<file path="config.mk">
export PLATFORM = sky130hd
export DESIGN_NAME = stable_priority_bucket_sort_core
export DESIGN_NICKNAME = d
export VERILOG_FILES = /design/src/hw/rtl/spbs_pkg.sv /design/src/hw/rtl/spbs_front.sv /design/src/hw/rtl/spbs_fifo.sv /design/src/hw/rtl/spbs_back.sv /design/src/hw/rtl/stable_priority_bucket_sort_core.sv
export VERILOG_INCLUDE_DIRS = /design/src /design/src/hw/rtl
export SDC_FILE = /design/constraint.sdc
export NUM_CORES = 1
export LEC_CHECK = 0
export BUFFER_PORTS_ARGS = -buffer_cell sky130_fd_sc_hd__buf_2
export CAP_MARGIN = 20
export CORE_MARGIN = 10
export CORE_UTILIZATION = 40
export DETAILED_ROUTE_END_ITERATION = 8
export GPL_ROUTABILITY_DRIVEN = 0
export SYNTH_ARGS = -nofsm -noshare
export SYNTH_HDL_FRONTEND = slang
export SYNTH_HIERARCHICAL = 1
export SYNTH_SLANG_ARGS = --single-unit
</file>
<file path="constraint.sdc">
create_clock -name clk_i -period 7.2 [get_ports clk_i]
set_input_delay 0.72 -clock clk_i [delete_from_list [all_inputs] [get_ports clk_i]]
set_output_delay 0.72 -clock clk_i [all_outputs]
set_load 0.02 [all_outputs]
</file>
<file path="src/hw/rtl/assert_macros.svh">
// ---------------------------------------------------------------------------
// assert_macros
// assertion helpers used by the sort engine (spbs_back)
// ---------------------------------------------------------------------------
`ifndef ASSERT_MACROS_SVH
`define ASSERT_MACROS_SVH

`ifndef ASSERT_OFF
`define SPBS_ASSERT(lbl, clk, rstn, prop, msg) \
  lbl: assert property (@(posedge clk) disable iff (!(rstn)) (prop)) else $error(msg);
`define SPBS_ASSERT_NEVER(lbl, clk, rstn, cond, msg) \
  lbl: assert property (@(posedge clk) disable iff (!(rstn)) !(cond)) else $error(msg);
`else
`define SPBS_ASSERT(lbl, clk, rstn, prop, msg)
`define SPBS_ASSERT_NEVER(lbl, clk, rstn, cond, msg)
`endif

`endif

</file>
<file path="src/hw/rtl/spbs_pkg.sv">
// ---------------------------------------------------------------------------
// spbs_pkg
// shared constants, types and helpers of the stable priority sort core
// ---------------------------------------------------------------------------
package spbs_pkg;

  localparam int MAX_JOBS        = 64;
  localparam int PRIORITY_LEVELS = 10;
  localparam int IDX_W           = 12;
  localparam int PRIO_W          = 4;
  localparam int LVL_W           = (PRIORITY_LEVELS > 1) ? $clog2(PRIORITY_LEVELS) : 1;
  localparam int JOB_AW          = (MAX_JOBS > 1) ? $clog2(MAX_JOBS) : 1;
  localparam int CNT_W           = $clog2(MAX_JOBS + 1);
  localparam int QUEUE_DEPTH     = 4;

  typedef logic [IDX_W-1:0]           idx_t;
  typedef logic [LVL_W-1:0]           lvl_t;
  typedef logic [CNT_W-1:0]           cnt_t;
  typedef logic [JOB_AW-1:0]          jaddr_t;
  typedef logic [PRIORITY_LEVELS-1:0] lvl_mask_t;

  typedef struct packed {
    idx_t idx;
    lvl_t prio;
    logic last;
    logic drop;
  } item_t;

  typedef struct packed {
    lvl_t prio;
    idx_t idx;
  } entry_t;

  typedef struct packed {
    logic found;
    lvl_t lvl;
  } lvl_sel_t;

  typedef enum logic [1:0] {
    ST_LOAD,
    ST_SCAN,
    ST_FLUSH
  } back_state_e;

  // lowest set level in mask, at or above (incl) / strictly above from
  function automatic lvl_sel_t lowest_level(lvl_mask_t m, lvl_t from, logic incl);
    lvl_sel_t r;
    r.found = 1'b0;
    r.lvl   = '0;
    for (int i = PRIORITY_LEVELS - 1; i >= 0; i--) begin
      if (m[i] && ((LVL_W'(i) > from) || (incl && (LVL_W'(i) == from)))) begin
        r.found = 1'b1;
        r.lvl   = LVL_W'(i);
      end
    end
    return r;
  endfunction

endpackage

</file>
<file path="src/hw/rtl/spbs_front.sv">
// ---------------------------------------------------------------------------
// spbs_front
// input stage: clamps priority and marks entries beyond store capacity
// ---------------------------------------------------------------------------
module spbs_front (
  input  logic                        clk_i,
  input  logic                        rst_ni,
  input  logic                        in_valid_i,
  output logic                        in_ready_o,
  input  logic [spbs_pkg::IDX_W-1:0]  job_index_i,
  input  logic [spbs_pkg::PRIO_W-1:0] priority_level_i,
  input  logic                        last_entry_i,
  output logic                        push_o,
  output spbs_pkg::item_t             item_o,
  input  logic                        full_i
);
  import spbs_pkg::*;

  cnt_t count_q, count_d;
  logic accept;
  logic drop;

  assign in_ready_o = !full_i;
  assign accept     = in_valid_i && in_ready_o;
  assign drop       = (count_q == CNT_W'(MAX_JOBS));
  assign push_o     = accept;

  always_comb begin
    item_o.idx  = job_index_i;
    item_o.last = last_entry_i;
    item_o.drop = drop;
    if (priority_level_i > PRIO_W'(PRIORITY_LEVELS - 1)) begin
      item_o.prio = LVL_W'(PRIORITY_LEVELS - 1);
    end else begin
      item_o.prio = priority_level_i[LVL_W-1:0];
    end
  end

  always_comb begin
    count_d = count_q;
    if (accept) begin
      if (last_entry_i) begin
        count_d = '0;
      end else if (!drop) begin
        count_d = count_q + CNT_W'(1);
      end
    end
  end

  always_ff @(posedge clk_i or negedge rst_ni) begin
    if (!rst_ni) begin
      count_q <= '0;
    end else begin
      count_q <= count_d;
    end
  end

endmodule

</file>
<file path="src/hw/rtl/spbs_fifo.sv">
// ---------------------------------------------------------------------------
// spbs_fifo
// short queue decoupling the input stage from the sort engine
// ---------------------------------------------------------------------------
module spbs_fifo (
  input  logic            clk_i,
  input  logic            rst_ni,
  input  logic            push_i,
  input  spbs_pkg::item_t item_i,
  output logic            full_o,
  output logic            valid_o,
  input  logic            pop_i,
  output spbs_pkg::item_t item_o
);
  import spbs_pkg::*;

  localparam int PW = (QUEUE_DEPTH > 1) ? $clog2(QUEUE_DEPTH) : 1;
  localparam int FW = $clog2(QUEUE_DEPTH + 1);

  item_t          mem_q [QUEUE_DEPTH];
  logic [PW-1:0]  wr_q, wr_d, rd_q, rd_d;
  logic [FW-1:0]  fill_q, fill_d;
  logic           do_push, do_pop;

  assign full_o  = (fill_q == FW'(QUEUE_DEPTH));
  assign valid_o = (fill_q != '0);
  assign item_o  = mem_q[rd_q];
  assign do_push = push_i && !full_o;
  assign do_pop  = pop_i && valid_o;

  always_comb begin
    wr_d   = wr_q;
    rd_d   = rd_q;
    fill_d = fill_q;
    if (do_push) begin
      wr_d = (wr_q == PW'(QUEUE_DEPTH - 1)) ? '0 : wr_q + PW'(1);
    end
    if (do_pop) begin
      rd_d = (rd_q == PW'(QUEUE_DEPTH - 1)) ? '0 : rd_q + PW'(1);
    end
    if (do_push && !do_pop) begin
      fill_d = fill_q + FW'(1);
    end else if (do_pop && !do_push) begin
      fill_d = fill_q - FW'(1);
    end
  end

  always_ff @(posedge clk_i) begin
    if (do_push) begin
      mem_q[wr_q] <= item_i;
    end
  end

  always_ff @(posedge clk_i or negedge rst_ni) begin
    if (!rst_ni) begin
      wr_q   <= '0;
      rd_q   <= '0;
      fill_q <= '0;
    end else begin
      wr_q   <= wr_d;
      rd_q   <= rd_d;
      fill_q <= fill_d;
    end
  end

endmodule

</file>
<file path="src/hw/rtl/spbs_back.sv">
// ---------------------------------------------------------------------------
// spbs_back
// sort engine: stores a list, then scans the store once per occupied level
// ---------------------------------------------------------------------------
`include "assert_macros.svh"

module spbs_back (
  input  logic                       clk_i,
  input  logic                       rst_ni,
  input  logic                       q_valid_i,
  output logic                       q_pop_o,
  input  spbs_pkg::item_t            q_item_i,
  output logic                       out_valid_o,
  input  logic                       out_ready_i,
  output logic [spbs_pkg::IDX_W-1:0] sorted_index_o,
  output logic                       end_of_run_o
);
  import spbs_pkg::*;

  entry_t      mem [MAX_JOBS];

  back_state_e state_q, state_d;
  cnt_t        cnt_q, cnt_d;
  cnt_t        n_q, n_d;
  cnt_t        rem_q, rem_d;
  lvl_mask_t   mask_q, mask_d;
  lvl_t        level_q, level_d;
  jaddr_t      ptr_q, ptr_d;
  logic        rv_q, rv_d;
  lvl_t        rlevel_q;
  entry_t      rdata_q;
  logic        out_valid_q;
  idx_t        out_idx_q;
  logic        out_eor_q;

  logic        match, out_free, advance, emit, issue, wr_en;
  entry_t      wr_entry;
  lvl_mask_t   mask_new;
  lvl_sel_t    sel;

  assign match    = (rdata_q.prio == rlevel_q);
  assign out_free = !out_valid_q || out_ready_i;
  assign advance  = !rv_q || !match || out_free;
  assign emit     = rv_q && match && out_free;
  assign wr_entry = '{prio: q_item_i.prio, idx: q_item_i.idx};

  always_comb begin
    state_d  = state_q;
    cnt_d    = cnt_q;
    n_d      = n_q;
    rem_d    = rem_q;
    mask_d   = mask_q;
    level_d  = level_q;
    ptr_d    = ptr_q;
    q_pop_o  = 1'b0;
    wr_en    = 1'b0;
    issue    = 1'b0;
    mask_new = mask_q;
    sel      = '0;
    if (emit) begin
      rem_d = rem_q - CNT_W'(1);
    end
    case (state_q)
      ST_LOAD: begin
        q_pop_o = 1'b1;
        if (q_valid_i) begin
          if (!q_item_i.drop) begin
            wr_en    = 1'b1;
            cnt_d    = cnt_q + CNT_W'(1);
            mask_new = mask_q | (PRIORITY_LEVELS'(1) << q_item_i.prio);
          end
          mask_d = mask_new;
          if (q_item_i.last) begin
            sel     = lowest_level(mask_new, '0, 1'b1);
            state_d = ST_SCAN;
            n_d     = cnt_d;
            rem_d   = cnt_d;
            cnt_d   = '0;
            level_d = sel.lvl;
            ptr_d   = '0;
          end
        end
      end
      ST_SCAN: begin
        if (advance) begin
          issue = 1'b1;
          if (CNT_W'(ptr_q) == n_q - CNT_W'(1)) begin
            ptr_d = '0;
            sel   = lowest_level(mask_q, level_q, 1'b0);
            if (sel.found) begin
              level_d = sel.lvl;
            end else begin
              state_d = ST_FLUSH;
            end
          end else begin
            ptr_d = ptr_q + JOB_AW'(1);
          end
        end
      end
      ST_FLUSH: begin
        if (!rv_q) begin
          state_d = ST_LOAD;
          mask_d  = '0;
        end
      end
      default: begin
        state_d = ST_LOAD;
      end
    endcase
    rv_d = advance ? issue : rv_q;
  end

  // entry store, one write and one registered read port
  always_ff @(posedge clk_i) begin
    if (wr_en) begin
      mem[cnt_q[JOB_AW-1:0]] <= wr_entry;
    end
    if (issue) begin
      rdata_q  <= mem[ptr_q];
      rlevel_q <= level_q;
    end
    if (emit) begin
      out_idx_q <= rdata_q.idx;
      out_eor_q <= (rem_q == CNT_W'(1));
    end
  end

  always_ff @(posedge clk_i or negedge rst_ni) begin
    if (!rst_ni) begin
      state_q     <= ST_LOAD;
      cnt_q       <= '0;
      n_q         <= '0;
      rem_q       <= '0;
      mask_q      <= '0;
      level_q     <= '0;
      ptr_q       <= '0;
      rv_q        <= 1'b0;
      out_valid_q <= 1'b0;
    end else begin
      state_q <= state_d;
      cnt_q   <= cnt_d;
      n_q     <= n_d;
      rem_q   <= rem_d;
      mask_q  <= mask_d;
      level_q <= level_d;
      ptr_q   <= ptr_d;
      rv_q    <= rv_d;
      if (emit) begin
        out_valid_q <= 1'b1;
      end else if (out_ready_i) begin
        out_valid_q <= 1'b0;
      end
    end
  end

  assign out_valid_o    = out_valid_q;
  assign sorted_index_o = out_idx_q;
  assign end_of_run_o   = out_eor_q;

  `SPBS_ASSERT_NEVER(a_no_read_in_load, clk_i, rst_ni, rv_q && (state_q == ST_LOAD), "read in flight while loading")
  `SPBS_ASSERT_NEVER(a_emit_over_count, clk_i, rst_ni, emit && (rem_q == '0), "more results than stored entries")
  `SPBS_ASSERT(a_eor_ends_run, clk_i, rst_ni, (emit && (rem_q == CNT_W'(1))) |=> (rem_q == '0), "run count not exhausted at end of run")
  `SPBS_ASSERT_NEVER(a_count_bound, clk_i, rst_ni, cnt_q > CNT_W'(MAX_JOBS), "store fill beyond capacity")

endmodule

</file>
<file path="src/hw/rtl/stable_priority_bucket_sort_core.sv">
// ---------------------------------------------------------------------------
// stable_priority_bucket_sort_core
// stable sort of job indices by priority level, 0 first
// ---------------------------------------------------------------------------
// Entries are taken one per cycle while the four-deep queue has room and
// written one per cycle into a 64-entry store while loading; priorities
// above 9 count as 9 and entries past the 64th are dropped, though a dropped
// last entry still closes the list. After the last entry the store is scanned
// through its single read port once for each priority level that occurs in
// the list, one entry per cycle unless the output stalls, one result at most
// per cycle; results of one level keep load order and the final result
// carries end_of_run. Input transactions for the next list are taken while
// the queue has room and loading resumes once the scan is done.
// ---------------------------------------------------------------------------
module stable_priority_bucket_sort_core (
  input  logic                        clk_i,
  input  logic                        rst_ni,
  input  logic                        in_valid_i,
  output logic                        in_ready_o,
  input  logic [spbs_pkg::IDX_W-1:0]  job_index_i,
  input  logic [spbs_pkg::PRIO_W-1:0] priority_level_i,
  input  logic                        last_entry_i,
  output logic                        out_valid_o,
  input  logic                        out_ready_i,
  output logic [spbs_pkg::IDX_W-1:0]  sorted_index_o,
  output logic                        end_of_run_o
);
  import spbs_pkg::*;

  logic  push, full, q_valid, q_pop;
  item_t push_item, q_item;

  spbs_front u_front (
    .clk_i            (clk_i),
    .rst_ni           (rst_ni),
    .in_valid_i       (in_valid_i),
    .in_ready_o       (in_ready_o),
    .job_index_i      (job_index_i),
    .priority_level_i (priority_level_i),
    .last_entry_i     (last_entry_i),
    .push_o           (push),
    .item_o           (push_item),
    .full_i           (full)
  );

  spbs_fifo u_fifo (
    .clk_i   (clk_i),
    .rst_ni  (rst_ni),
    .push_i  (push),
    .item_i  (push_item),
    .full_o  (full),
    .valid_o (q_valid),
    .pop_i   (q_pop),
    .item_o  (q_item)
  );

  spbs_back u_back (
    .clk_i          (clk_i),
    .rst_ni         (rst_ni),
    .q_valid_i      (q_valid),
    .q_pop_o        (q_pop),
    .q_item_i       (q_item),
    .out_valid_o    (out_valid_o),
    .out_ready_i    (out_ready_i),
    .sorted_index_o (sorted_index_o),
    .end_of_run_o   (end_of_run_o)
  );

endmodule

</file>
# Word level (Yosys, flattened, before mapping)
# Memory sizes are Yosys's and may differ from the RTL's. A register that Yosys moved wholly into a read port is not among the register bits.
# Index checks and enable logic that the tools add are counted.
dict set report op_classes {
  add_sub_neg 9
  order_cmp 11
  eq_ne 17
  shift 1
  n_mux 72
  n_bitwise 1
  reduce_logical 39
}
# op n
set ops {}
lappend ops {{$mux 5} 13}
lappend ops {{$mux 4} 16}
lappend ops {{$mux 7} 8}
lappend ops {{$mux 10} 5}
lappend ops {{$mux 6} 4}
lappend ops {{$pmux 10 s2} 1}
lappend ops {{$logic_and 1x1->1} 17}
lappend ops {{$gt 3x4->1 const A} 4}
lappend ops {{$mux 2} 8}
lappend ops {{$add 7x1->7 const B} 2}
lappend ops {{$sub 7x1->7 const B} 2}
lappend ops {{$mux 1} 12}
lappend ops {{$pmux 6 s2} 1}
lappend ops {{$reduce_and 6->1} 2}
lappend ops {{$ne 2x2->1 const B} 5}
lappend ops {{$or 10x10->10} 1}
lappend ops {{$shl 1x4->10 const A} 1}
lappend ops {{$gt 1x4->1 const A} 2}
lappend ops {{$gt 2x4->1 const A} 2}
lappend ops {{$gt 4x4->1 const A} 2}
lappend ops {{$pmux 4 s2} 1}
lappend ops {{$reduce_bool 2->1} 4}
lappend ops {{$eq 6x7->1} 1}
lappend ops {{$eq 7x1->1 const B} 1}
lappend ops {{other kinds (20)} 35}
dict set report totals {
  ff_bits 76
  ram_bits 1096
  input_bits 21
  out_inout_bits 15
  wordCells 168
  n_memories 2
}
# name depth word_bits read_ports rd_ports_with_merged_regs write_ports line_no
set memory_table {}
lappend memory_table {u_back.mem 64 16 1 1 1 spbs_back.sv:20} ;# entry_t mem [MAX_JOBS];
lappend memory_table {u_fifo.mem_q 4 18 1 0 1 spbs_fifo.sv:20} ;# item_t mem_q [QUEUE_DEPTH];

# Logic depth before layout (Yosys ltp)
dict set report logic_depth {
  ltp_word 19
  mapped_depth 12
  depth_no_buf 10
}

# Hierarchy
# Netlist, hierarchy kept.
# module instances cells_per_inst area_each_um2
set modules_own_cells {}
lappend modules_own_cells {spbs_back 1 1913 42869.9}
lappend modules_own_cells {spbs_fifo 1 131 3071.7}
lappend modules_own_cells {spbs_front 1 71 595.6}

# Worst setup path before layout
# No wires, ideal clock.
dict set report synth_path {
  path_kind {reg2reg}
  start {reg u_fifo.rd_q[0]}
  end {mem u_back/mem[63][0] in the netlist's numbering, enable pin}
  arrival_time_ns 2.672
  t_required_ns 6.811
  path_slack_ns 4.140
  stages_incl_launch_ff 8
  path_buffers 3
  cell_sequence {dfrtp_1 buf_4 mux4_2 clkbuf_1 nor2b_1 nand3_1 clkbuf_1 nor2_1}
}
# element line_no
set synth_lines {}
lappend synth_lines {{from (decl)} spbs_fifo.sv:21} ;# logic [PW-1:0] wr_q, wr_d, rd_q, rd_d;
lappend synth_lines {{from (signal assigned)} spbs_fifo.sv:61} ;# rd_q <= rd_d;
lappend synth_lines {{to (decl)} spbs_back.sv:20}

==> impl_metrics.env <==
export IMPL_status="completed"
export IMPL_fin_worst_hold_slack_ps=194.5
export IMPL_final_area_mm2=0.05259
export IMPL_drt_wl_total_mm=106.4
export IMPL_finalPower_mw=21.90
export IMPL_timing_slew_headroom_pct=22.98
export IMPL_area_growth_pct=13.00
export IMPL_portBuffers=35
export IMPL_crit_slowest_cell="dfrtp_4"
export IMPL_final_hold_violation_count=0
export IMPL_numClockSinks=1188
export IMPL_worstMarginPinSlew_ps=1155
export IMPL_first_iter_violations=2543
export IMPL_required_ps=7600
export IMPL_ys_seq_area_share_pct=76.02
export IMPL_worstSetupPathType="reg2reg"
export IMPL_synth_seq_cells=1188
export IMPL_slowest_delay_ps=810
export IMPL_die_h_um=361.1
export IMPL_cap_violations=0
export IMPL_fin_crit_ps=3945
export IMPL_worstSetupEndpointType="flop"
export IMPL_cts_buffer_depth=3
export IMPL_hold_path_class="in2async"
export IMPL_dp_cells=3651
export IMPL_path_cells="buf_12, mux4_2, mux4_2, a22oi_1, nand2_1"
export IMPL_ant_nets=0
export IMPL_drt_pass1_iterations=5
export IMPL_fin_cells=3874
export IMPL_max_freq_mhz=253.5
export IMPL_antenna_found_initial=8
export IMPL_p_switching_mw=6.746
export IMPL_viasPerCell=5.683
export IMPL_grt_overflow=0
export IMPL_seqPwrFrac_pct=43.9
export IMPL_finalClockSkew_ps=23.84
export IMPL_async_reset_ff_share_pct=4.966
export IMPL_wl_per_cell_um=27.46
export IMPL_final_core_util_pct=45.37
export IMPL_cts_hold_buffers=0
export IMPL_rsz0062_at_grt="no"
export IMPL_drc=0
export IMPL_die_x_um=361.1
export IMPL_path_clk_slew_ps=60
export IMPL_r2r_start="u_back/ptr_q[0]"
export IMPL_synth_common_cells="edfxtp_1 (1129), mux4_2 (338), nor2_1 (118)"
export IMPL_pre_cts_ws_ps=3213
export IMPL_dpl_instance_area_mm2=0.04876
export IMPL_dpl_hpwl_mm=58.52
export IMPL_num_vias=22020
export IMPL_slew_viol_final=0
export IMPL_final_nets=2283
export IMPL_synth_area_mm2=0.04654
export IMPL_cts_buffers=116
export IMPL_track_usage_pct=16.14
export IMPL_internal_power_mw=15.15
export IMPL_synth_most_common_cell="edfxtp_1"
export IMPL_fin_ws_ps=3255
export IMPL_avgSynthCellArea_um2=22.00
export IMPL_insertion_delay_ps=700
export IMPL_grt_pass1_wl_mm=156.4
export IMPL_grt_max_degree=133
export IMPL_coreArea_mm2=0.1159
export IMPL_p_clk_share_pct=27.1
export IMPL_grt_pass1_vias=22630
export IMPL_layout_drive_gt1_share_pct=29.09
export IMPL_start_util_pct=40.16
export IMPL_min_period_over_period_pct=54.79
export IMPL_ys_top_cells_by_area="edfxtp_1 (73%), mux4_2 (16%), dfrtp_1 (3.2%), nor2_1 (0.95%), a22oi_1 (0.52%)"
export IMPL_start_kind="flop"
export IMPL_num_io_pins=36
export IMPL_synthDistinctLibCells=78
export IMPL_synth_cells=2115
export IMPL_synth_nets=2150
export IMPL_htreeDepth=3
export IMPL_crit_path_start="u_back/ptr_q[0]"
export IMPL_cts_root_buf="clkbuf_16"
export IMPL_postCtsSetupBuffers=0
export IMPL_yosysTopAreaCellShare_pct=72.85
export IMPL_power_frac_comb_pct=29.1
export IMPL_synth_edf_count=1129
export IMPL_p_sw_share_pct=30.81
export IMPL_synth_ff_type="edfxtp_1"
export IMPL_crit_top_cell="mux4_2"
export IMPL_synth_largest_area_cell="edfxtp_1"
export IMPL_cp_max_fo=100
export IMPL_setup_viol_count_final=0
export IMPL_postCtsResizedCells=0
export IMPL_cts_tree="done"
export IMPL_rows=125
export IMPL_ys_warn_count=6
export IMPL_leakagePower_nw=16.63
export IMPL_arrival_ps=4340
export IMPL_setup_tns_ps=0
export IMPL_die_area_mm2=0.1304
export IMPL_powerDensity_mw_per_mm2=416.4
export IMPL_ir_worst_vdd_v=0.0003081
-- final cells by class --
cell class                      count  area (µm²)
Antenna cell                        2       5.005
Clock inverter                     77       680.7
Timing Repair Buffer              132        1008
Clock buffer                      141        3069
Inverter                           21       78.83
Fill cell                        9519       63310
Sequential cell                  1188       35390
Tap cell                         1524        1907
Multi-Input combinational cell    789       10440
-- per-layer routing --
layer  vias up  routed length [µm]  GRT usage (%)
met2       883               53300          26.92
met5         -                  39              0
met3       153                7766          3.168
met1     11840               43150          21.84
met4         6                2142          3.698
li1       9134                   -              -
-- worst max-delay path: cells and delay by family (launching register included) --
family	cells	cell delay [ps]
compound gates	1	700
flops	1	810
mux	2	1170
buf+inv	1	630
simple gates	1	140
-- layout by cell type, fill, tap and decap left out, drive strengths merged, types with 4 or more instances in the layout --
master	count
a21oi	19
clkbuf	141
buf	132
o211ai	4
nand3	19
dfrtp	59
nor2b	14
mux2i	6
and2	9
clkinvlp	10
bufinv	10
and3	6
a31oi	6
xnor2	12
xor2	11
inv	27
o31ai	5
nor2	119
nand2	53
nand3b	5
a22oi	32
o21ai	24
ha	13
mux4	338
nor3	12
edfxtp	1129
clkinv	51
nand2b	7
mux2	10
a22o	5
-- power by group through the flow --
stage	Sequential [mW]	Combinational, mW	Clock (mW)
2_1_floorplan	9.49	4.56	0
3_5_place_dp	9.77	6.40	0
4_1_cts	9.62	6.41	6.05
3_3_place_gp	9.74	6.22	0
5_1_grt	9.66	6.84	6.34
6_report	9.60	6.37	5.93
-- registers in the layout, indices dropped and copies added (netlist names), 6 cells and up --
name                   flops
u_back/mem              1024
u_fifo/mem_q              72
u_back/rdata_q            16
u_back/sorted_index_o     12
u_back/mask_q             10
u_back/cnt_q               7
u_back/n_q                 7
u_back/rem_q               7
u_front/count_q            7
u_back/ptr_q               6
-- kinds of logic after synthesis --
logic type                 Yosys count  synth area share, %
and+or+nand+nor                    271                2.839
muxes                              354                16.79
adders and majority gates           14               0.3925
buffers and inverters              138                1.573
AOI/OAI and AO/OA                  127                1.947
DFF                               1188                76.02
xor gates and xnor gates            23               0.4329
-- worst paths after layout --
path / end / depth (start not counted) / slack [ps]
min reg2reg: u_back/sorted_index_o[5] / 0 / 420
min: u_back/out_valid_o / 2 / 190
max reg2reg: u_back/rdata_q[9] / 5 / 3260
min in group clk_i: u_fifo/mem_q[1][7] / 1 / 250
max in group asynchronous: u_back/ptr_q[3] / 2 / 6430
max: u_back/rdata_q[9] / 5 / 3260
Note: power is estimated with default switching activity, not from simulation.
